`src/rtl/vgdf_pkg.sv`:
```
`timescale 1ns / 1ps
// ----------------------------------------------------------------------------
// vgdf_pkg
// Types and constants shared by the voxel grid dedup filter.
// ----------------------------------------------------------------------------
package vgdf_pkg;

	localparam int SLOT_BITS = 12;
	localparam int TABLE_SLOTS = 1 << SLOT_BITS;
	localparam int INDEX_BITS = 16;
	localparam int EPOCH_BITS = 8;
	localparam logic [31:0] HASH_MULT = 32'd2654435761;
	localparam logic [31:0] RESOLUTION_RESET = 32'd65536;

	typedef struct packed {
		logic signed [31:0] point_x;
		logic signed [31:0] point_y;
		logic               first_of_cloud;
	} point_t;

	typedef struct packed {
		logic        keep;
		logic [31:0] voxel_key;
		logic        table_full;
	} result_t;

	typedef struct packed {
		logic        start;
		logic [32:0] mag;
		logic [31:0] divisor;
	} div_req_t;

	typedef struct packed {
		logic        done;
		logic [32:0] quotient;
	} div_rsp_t;

endpackage

```
`src/rtl/vgdf_divider.sv`:
```
`timescale 1ns / 1ps
// ----------------------------------------------------------------------------
// vgdf_divider
// Radix-2 restoring divider: rounded quotient of (2*mag + d) / (2*d),
// one quotient bit per cycle.
// ----------------------------------------------------------------------------
module vgdf_divider
	import vgdf_pkg::*;
(
	input  logic     clk,
	input  logic     arst_n,
	input  div_req_t req,
	output div_rsp_t rsp
);

	logic [33:0] num_q;
	logic [33:0] den_q;
	logic [34:0] rem_q;
	logic [33:0] quo_q;
	logic [5:0]  cnt_q;
	logic        busy_q;
	logic        done_q;
	logic [34:0] rem_sh;
	logic [34:0] rem_sub;

	assign rem_sh  = {rem_q[33:0], num_q[33]};
	assign rem_sub = rem_sh - {1'b0, den_q};

	always_ff @(posedge clk or negedge arst_n) begin
		if (!arst_n) begin
			busy_q <= 1'b0;
			done_q <= 1'b0;
			cnt_q  <= '0;
		end else begin
			done_q <= 1'b0;
			if (req.start) begin
				busy_q <= 1'b1;
				cnt_q  <= 6'd34;
			end else if (busy_q) begin
				cnt_q <= cnt_q - 6'd1;
				if (cnt_q == 6'd1) begin
					busy_q <= 1'b0;
					done_q <= 1'b1;
				end
			end
		end
	end

	always_ff @(posedge clk) begin
		if (req.start) begin
			num_q <= {req.mag, 1'b0} + {2'b0, req.divisor};
			den_q <= {1'b0, req.divisor, 1'b0};
			rem_q <= '0;
			quo_q <= '0;
		end else if (busy_q) begin
			num_q <= {num_q[32:0], 1'b0};
			if (!rem_sub[34]) begin
				rem_q <= rem_sub;
				quo_q <= {quo_q[32:0], 1'b1};
			end else begin
				rem_q <= rem_sh;
				quo_q <= {quo_q[32:0], 1'b0};
			end
		end
	end

	assign rsp.done     = done_q;
	assign rsp.quotient = quo_q[32:0];

endmodule

```
`config.mk`:
```
export PLATFORM = sky130hd
export DESIGN_NAME = vgdf_divider
export DESIGN_NICKNAME = d
export VERILOG_FILES = /design/src/rtl/vgdf_pkg.sv /design/src/rtl/vgdf_divider.sv
export SDC_FILE = /design/constraint.sdc
export NUM_CORES = 1
export LEC_CHECK = 0
export ABC_AREA = 1
export BUFFER_PORTS_ARGS = -buffer_cell sky130_fd_sc_hd__buf_4
export CAP_MARGIN = 25
export CORE_MARGIN = 2
export CORE_UTILIZATION = 40
export DETAILED_ROUTE_END_ITERATION = 10
export PLACE_DENSITY = 0.65
export SLEW_MARGIN = 20
export SYNTH_ARGS = -nofsm -noshare
export SYNTH_HDL_FRONTEND = slang
export SYNTH_SLANG_ARGS = --single-unit
```
`constraint.sdc`:
```
create_clock -name clk -period 2.4 [get_ports clk]
set_input_delay 0.72 -clock clk [delete_from_list [all_inputs] [get_ports clk]]
set_output_delay 0.72 -clock clk [all_outputs]
set_load 0.02 [all_outputs]
```
==> results of run 1 <==
[how the worst max path moves through the flow]
stage / end / start / slack, ns / cells past startpoint
6_report: num_q[15]$_DFFE_PP_ / req[1] / 0.13 / 12
5_1_grt: rem_q[33]$_SDFFE_PP0P_ / den_q[1]$_DFFE_PP_ / -0.01 / 16
4_1_cts: rem_q[29]$_SDFFE_PP0P_ / den_q[1]$_DFFE_PP_ / 0.03 / 14
3_5_place_dp: num_q[15]$_DFFE_PP_ / req[1] / -0.30 / 12
3_3_place_gp: num_q[15]$_DFFE_PP_ / req[1] / -0.27 / 12
2_1_floorplan: num_q[15]$_DFFE_PP_ / req[1] / 0.01 / 11
[power by group through the flow]
stage               combinational (mW)  clock [mW]  sequential, mW
floorplan                        0.836           0            2.81
global placement                  1.44           0            2.83
detailed placement                1.45           0            2.83
CTS                               1.46        2.62            2.78
global route                      1.67        2.72            2.80
finish                            1.49        2.58            2.78
[sequential cells by signal, summed over array words and instances (netlist names)]
| name | cells |
|---|---|
| busy_q | 1 |
| cnt_q | 6 |
| quo_q | 33 |
| num_q | 34 |
| done_q | 1 |
| rem_q | 34 |
| den_q | 32 |
[kinds of logic (layout without fill, tap and decap cells)]
| logic type | Yosys count | count (layout) | share of synthesized area (%) |
|---|---|---|---|
| flops | 141 | 141 | 34.7 |
| xor+xnor | 28 | 28 | 2.41 |
| fa+ha+maj | 67 | 67 | 8.40 |
| buf+inv | 263 | 509 | 10.4 |
| simple gates | 779 | 779 | 33.7 |
| compound gates | 181 | 181 | 10.3 |
[layer usage]
metal	track usage, %	wire [µm]	vias up
met3	3.43	1230	66
met4	9.09	943	0
li1	-	-	5193
met2	40.0	14500	228
met1	29.6	13600	4564
met5	0	0	-
[worst max-delay path, stage by stage]
cell and delay, ns:
buf_4 0.12, ha_1 0.23, fa_2 0.36, nand3_1 0.08, nand2_1 0.10, nand3_1 0.09, nand2_1 0.08, nand3_1 0.09
nand2_1 0.14, or2_2 0.30, nand3_1 0.10, nand2_1 0.06
[layout make-up]
type	instances	area [µm²]	share of cell area, %
clock buffer	20	468	3.60
clock inverter	12	100	0.770
inverter	234	878	6.76
multi-input combinational	1055	5700	43.9
sequential	141	3520	27.1
tap	330	413	3.18
timing repair buffer	243	1910	14.7
[per-stage QoR]
step | cells | util, % | hold WS (ns)
detailed placement | 2002 | 49.1 | 0.454
global placement | 2002 | 49.1 | 0.442
floorplan | 1459 | - | 0.422
global route | 2035 | 51.9 | 0.0832
CTS | 2034 | 51.4 | 0.0811
finish | 2035 | 51.9 | 0.0909
[synth_stat cells (all sizes together)]
library cell | n | area [µm²]
a21boi | 2 | 15.0
a21o | 2 | 15.0
a21oi | 70 | 384
a22oi | 1 | 7.51
a31oi | 4 | 25.0
and2 | 1 | 6.26
and3 | 2 | 12.5
buf | 14 | 120
clkbuf | 15 | 56.3
clkinv | 1 | 3.75
dfrtp | 8 | 200
dfxtp | 67 | 1340
edfxtp | 66 | 1980
fa | 2 | 40.0
ha | 65 | 813
inv | 233 | 875
nand2 | 490 | 1900
nand3 | 139 | 823
nand3b | 6 | 45.0
nand4 | 20 | 125
nor2 | 99 | 389
nor3 | 14 | 70.1
nor4 | 1 | 6.26
o211ai | 1 | 7.51
o21a | 5 | 37.5
o21ai | 50 | 254
o21bai | 10 | 75.1
o22ai | 32 | 200
o31ai | 4 | 30.0
or2 | 6 | 37.5
or3b | 1 | 8.76
xnor2 | 12 | 105
xor2 | 16 | 140
[what timing repair did]
action | CTS | global route
hold buffers | 0 | 0
setup buffers | 0 | 1
gates resized for setup | 0 | 25
setup endpoints to repair | 0 | 30
==> results.sh, run 1 <==
export IMPL_outcome="finished, final reports clean"
export IMPL_crit_type="in -> reg"
export IMPL_die_h_um=163
export IMPL_final_common_cell="nand2_1"
export IMPL_clkPwrFrac_pct=37.6
export IMPL_rrSetupSlack_ns=0.13
export IMPL_clkTransAtPathRegs_ns=0.07
export IMPL_drv_slew=0
export IMPL_final_hold_violation_count=0
export IMPL_grt_pass1_vias=10000
export IMPL_max_slew_worst_pin_slew_ns=0.428
export IMPL_initial_utilization_pct=40.6
export IMPL_skew_ns=0.0158
export IMPL_setup_ws_ns=0.128
export IMPL_power_density_nw_per_um2=527
export IMPL_synth_seq_cells=141
export IMPL_grt_max_degree=51
export IMPL_reg2regPathDepth=14
export IMPL_drive_gt1_share_pct=20.5
export IMPL_r2r_start="den_q[1]$_DFFE_PP_"
export IMPL_setup_viol=0
export IMPL_worstSetupStartpointType="primary input"
export IMPL_ant_nets=0
export IMPL_synthCells=1459
export IMPL_slew_headroom_pct=71.2
export IMPL_tns_ns=0
export IMPL_syn_to_final_growth_pct=28.0
export IMPL_ctsLongestPathBuffers=2
export IMPL_gr_total_overflow=0
export IMPL_grt_pass1_wl_um=48900
export IMPL_rr_endpoint="rem_q[31]$_SDFFE_PP0P_"
export IMPL_drt_iter0_drc=614
export IMPL_place_congestion=0.925
export IMPL_remaining_drc_errors=0
export IMPL_diodes=0
export IMPL_cts_htree_levels=4
export IMPL_end_kind="register"
export IMPL_synth_warnings=0
export IMPL_hold_path_class="in -> async"
export IMPL_nNetsFinal=1827
export IMPL_nFillCells=2477
export IMPL_dp_hpwl_um=24000
export IMPL_p_int_mw=4.80
export IMPL_required_ns=2.57
export IMPL_seqPwrFrac_pct=40.6
export IMPL_synthDistinctLibCells=50
export IMPL_timing_fmax_ghz=0.440
export IMPL_root_buffer="clkbuf_16"
export IMPL_irDropWorstVdd_mv=0.437
export IMPL_syn_area_per_cell_um2=6.96
export IMPL_syn_area_um2=10200
export IMPL_syn_nets=1594
export IMPL_grt_usage_pct=23.3
export IMPL_cts_sinks=141
export IMPL_io_pins=102
export IMPL_clock_latency_ns=0.43
export IMPL_cts_tree="built"
export IMPL_maxCapViolations=0
export IMPL_finalCritPeriodShare_pct=94.6
export IMPL_dpl_cell_area_um2=12300
export IMPL_die_area_um2=26700
export IMPL_grt_antenna_before_repair=0
export IMPL_p_total_mw=6.85
export IMPL_p_leak_nw=6.64
export IMPL_ys_seq_area_share_pct=34.7
export IMPL_cp_arrival_ns=2.44
export IMPL_io_buffers=101
export IMPL_p_switching_mw=2.05
export IMPL_totalWireLength_um=30300
export IMPL_core_area_um2=25000
export IMPL_power_frac_comb_pct=21.7
export IMPL_die_w_um=163
export IMPL_rows=58
export IMPL_final_cell_mix="nand2_1, buf_4, inv_1, nand3_1, nor2_1"
export IMPL_switching_share_pct=29.9
export IMPL_wire_per_inst_um=14.9
export IMPL_cp_max_fo=4
export IMPL_viasPerCell=4.94
export IMPL_place_ws_ns=-0.305
export IMPL_fin_area_um2=13000
export IMPL_dr_total_vias=10100
export IMPL_numCtsBuffers=17
export IMPL_period_needed_ns=2.27
export IMPL_first_pass_iters=5
Note: power is estimated with default switching activity, not from simulation.
==> run 2: changes to the inputs <==
--- a/config.mk
+++ b/config.mk
@@ -12,2 +12,3 @@
 export CORE_UTILIZATION = 40
+export CTS_CLUSTER_DIAMETER = 100
 export DETAILED_ROUTE_END_ITERATION = 10
==> constraint.sdc (replaced) <==
create_clock -name clk -period 2.4 [get_ports clk]
set_input_delay 0.48 -clock clk [delete_from_list [all_inputs] [get_ports clk]]
set_output_delay 0.48 -clock clk [all_outputs]
set_load 0.02 [all_outputs]
==> run 2 against run 1 <==
Design area shrank 3.2%. Global-route usage is 0.069 points higher. Register-to-register slack lost 0.04 ns. Utilization decreased by 1.7 points. Hold slack gained 0.14 ns. Critical path depth is 1 higher. Sequential share of layout area up 0.90 points. Via count is 0.39% lower. Routed wire length rose by 1.6%. Combinational power down 7%.
==> results.sh, run 2 (synthesis results as in run 1) <==
export IMPL_outcome="finished, final reports clean"
export IMPL_die_w_um=163
export IMPL_drive_gt1_share_pct=17.9
export IMPL_cp_max_fo=21
export IMPL_gr_total_overflow=0
export IMPL_grt_antenna_before_repair=0
export IMPL_required_ns=2.72
export IMPL_p_int_mw=4.77
export IMPL_power_frac_comb_pct=20.2
export IMPL_rr_endpoint="rem_q[18]$_SDFFE_PP0P_"
export IMPL_finalCritPeriodShare_pct=96.5
export IMPL_rsz0062_at_grt="true"
export IMPL_place_ws_ns=-0.0727
export IMPL_root_buffer="clkbuf_16"
export IMPL_viasPerCell=5.07
export IMPL_cts_tree="built"
export IMPL_worstSetupStartpointType="register"
export IMPL_clkPwrFrac_pct=39.0
export IMPL_crit_type="reg -> reg"
export IMPL_hp_start="req[5]"
export IMPL_final_cell_mix="nand2_1, inv_1, buf_4, nand3_1, nor2_1"
export IMPL_hold_path_class="in -> reg"
export IMPL_place_congestion=0.948
export IMPL_rows=58
export IMPL_fin_area_um2=12600
export IMPL_initial_utilization_pct=40.6
export IMPL_reg2regPathDepth=13
export IMPL_period_needed_ns=2.32
export IMPL_nFillCells=2557
export IMPL_nNetsFinal=1768
export IMPL_dpl_cell_area_um2=11800
export IMPL_grt_usage_pct=23.4
export IMPL_slew_headroom_pct=71.3
export IMPL_cts_sinks=141
export IMPL_diodes=0
export IMPL_clock_latency_ns=0.43
export IMPL_die_area_um2=26700
export IMPL_reg_largest_list="num_q x34, rem_q x34, quo_q x33"
export IMPL_p_leak_nw=6.40
export IMPL_syn_to_final_growth_pct=23.9
export IMPL_final_common_cell="nand2_1"
export IMPL_grt_pass1_wl_um=48900
export IMPL_core_area_um2=25000
export IMPL_maxCapViolations=0
export IMPL_seqPwrFrac_pct=40.8
export IMPL_clkTransAtPathRegs_ns=0.07
export IMPL_wire_per_inst_um=15.6
export IMPL_power_density_nw_per_um2=542
export IMPL_dp_hpwl_um=24100
export IMPL_dr_total_vias=10000
export IMPL_io_pins=102
export IMPL_final_hold_violation_count=0
export IMPL_drv_slew=0
export IMPL_numCtsBuffers=17
export IMPL_p_switching_mw=2.04
export IMPL_drt_iter0_drc=619
export IMPL_first_pass_iters=5
export IMPL_grt_max_degree=51
export IMPL_cts_htree_levels=4
export IMPL_hold_end="den_q[6]$_DFFE_PP_"
export IMPL_max_slew_worst_pin_slew_ns=0.431
export IMPL_setup_viol=0
export IMPL_skew_ns=0.0132
export IMPL_grt_pass1_vias=9602
export IMPL_cp_arrival_ns=2.64
export IMPL_totalWireLength_um=30800
export IMPL_timing_fmax_ghz=0.432
export IMPL_remaining_drc_errors=0
export IMPL_ctsLongestPathBuffers=2
export IMPL_ant_nets=0
export IMPL_die_h_um=163
export IMPL_switching_share_pct=30.0
export IMPL_rrSetupSlack_ns=0.08
export IMPL_hold_depth=1
export IMPL_setup_ws_ns=0.0838
export IMPL_io_buffers=101
export IMPL_end_kind="register"
export IMPL_irDropWorstVdd_mv=0.397
export IMPL_r2r_start="den_q[20]$_DFFE_PP_"
-- run 2: cell types whose count changed in the layout (fill, tap and decap cells not counted), sizes merged --
cell / delta
buf: -62
inv: +1
bufinv: +1
clkinvlp: -1
dlygate4sd3: +1
clkinv: +1
-- run 2: per-stage QoR --
| stage | TNS (ns) | hold slack [ns] | instances | power, mW | utilization (%) |
|---|---|---|---|---|---|
| after floorplan | 0 | 0.184 | 1459 | 3.64 | - |
| after global placement | -0.0993 | 0.303 | 1940 | 4.16 | 47.2 |
| after detailed placement | -0.255 | 0.302 | 1940 | 4.17 | 47.2 |
| after CTS | 0 | 0.221 | 1973 | 6.83 | 49.5 |
| after global routing | -0.0847 | 0.226 | 1976 | 7.14 | 50.2 |
| final | 0 | 0.236 | 1976 | 6.82 | 50.2 |
-- run 2: worst max-delay path by stage --
stage,cells after the start,slack [ns],start,endpoint
2_1_floorplan,11,0.19,req[1],num_q[15]$_DFFE_PP_
3_3_place_gp,12,-0.03,req[16],num_q[25]$_DFFE_PP_
3_5_place_dp,10,-0.07,req[19],num_q[20]$_DFFE_PP_
4_1_cts,14,0.04,den_q[16]$_DFFE_PP_,rem_q[24]$_SDFFE_PP0P_
5_1_grt,17,-0.03,den_q[16]$_DFFE_PP_,rem_q[33]$_SDFFE_PP0P_
6_report,13,0.08,den_q[20]$_DFFE_PP_,rem_q[18]$_SDFFE_PP0P_
-- run 2: area by class of cell --
cell class / count / area [µm²] / area share [%]
clock inverters: 14 / 130 / 1.03
inverters: 234 / 878 / 6.98
flip-flops and latches: 141 / 3520 / 28.0
well taps: 330 / 413 / 3.28
multi-input cells: 1055 / 5700 / 45.3
repair buffers: 184 / 1490 / 11.8
clock buffers: 18 / 450 / 3.58
-- run 2: worst max-delay path: stages (launching register included) --
cell and delay, ns:
edfxtp_1 0.42, inv_1 0.10, ha_1 0.25, nand2_1 0.15, inv_1 0.09, a21oi_2 0.18, o21ai_2 0.09, a21oi_4 0.26
nand3_4 0.16, buf_12 0.21, nand3_2 0.12, nand2_1 0.06, nand2_1 0.05, nand2_1 0.04
-- run 2: timing repair --
| action | 4_1_cts | 5_1_grt |
|---|---|---|
| setup buffers | 0 | 1 |
| endpoints found under the setup margin | 0 | 33 |
| endpoints found under the hold margin | 8 | 0 |
| resized for setup | 0 | 30 |
| hold buffers | 1 | 0 |
-- run 2: power by group through the flow --
stage	registers [mW]	clock network (mW)	logic, mW
global placement	2.83	0	1.33
finish	2.78	2.66	1.38
global route	2.80	2.80	1.54
detailed placement	2.83	0	1.34
floorplan	2.81	0	0.835
CTS	2.78	2.70	1.35
-- run 2: per-layer routing --
layer  vias up  share of wire (%)  GRT usage, %
met1      4648                 45          30.6
li1       5070                  -             -
met2       241                 48          39.7
met4         0                2.6          8.00
met3        53                3.8          3.20
met5         -                  0             0
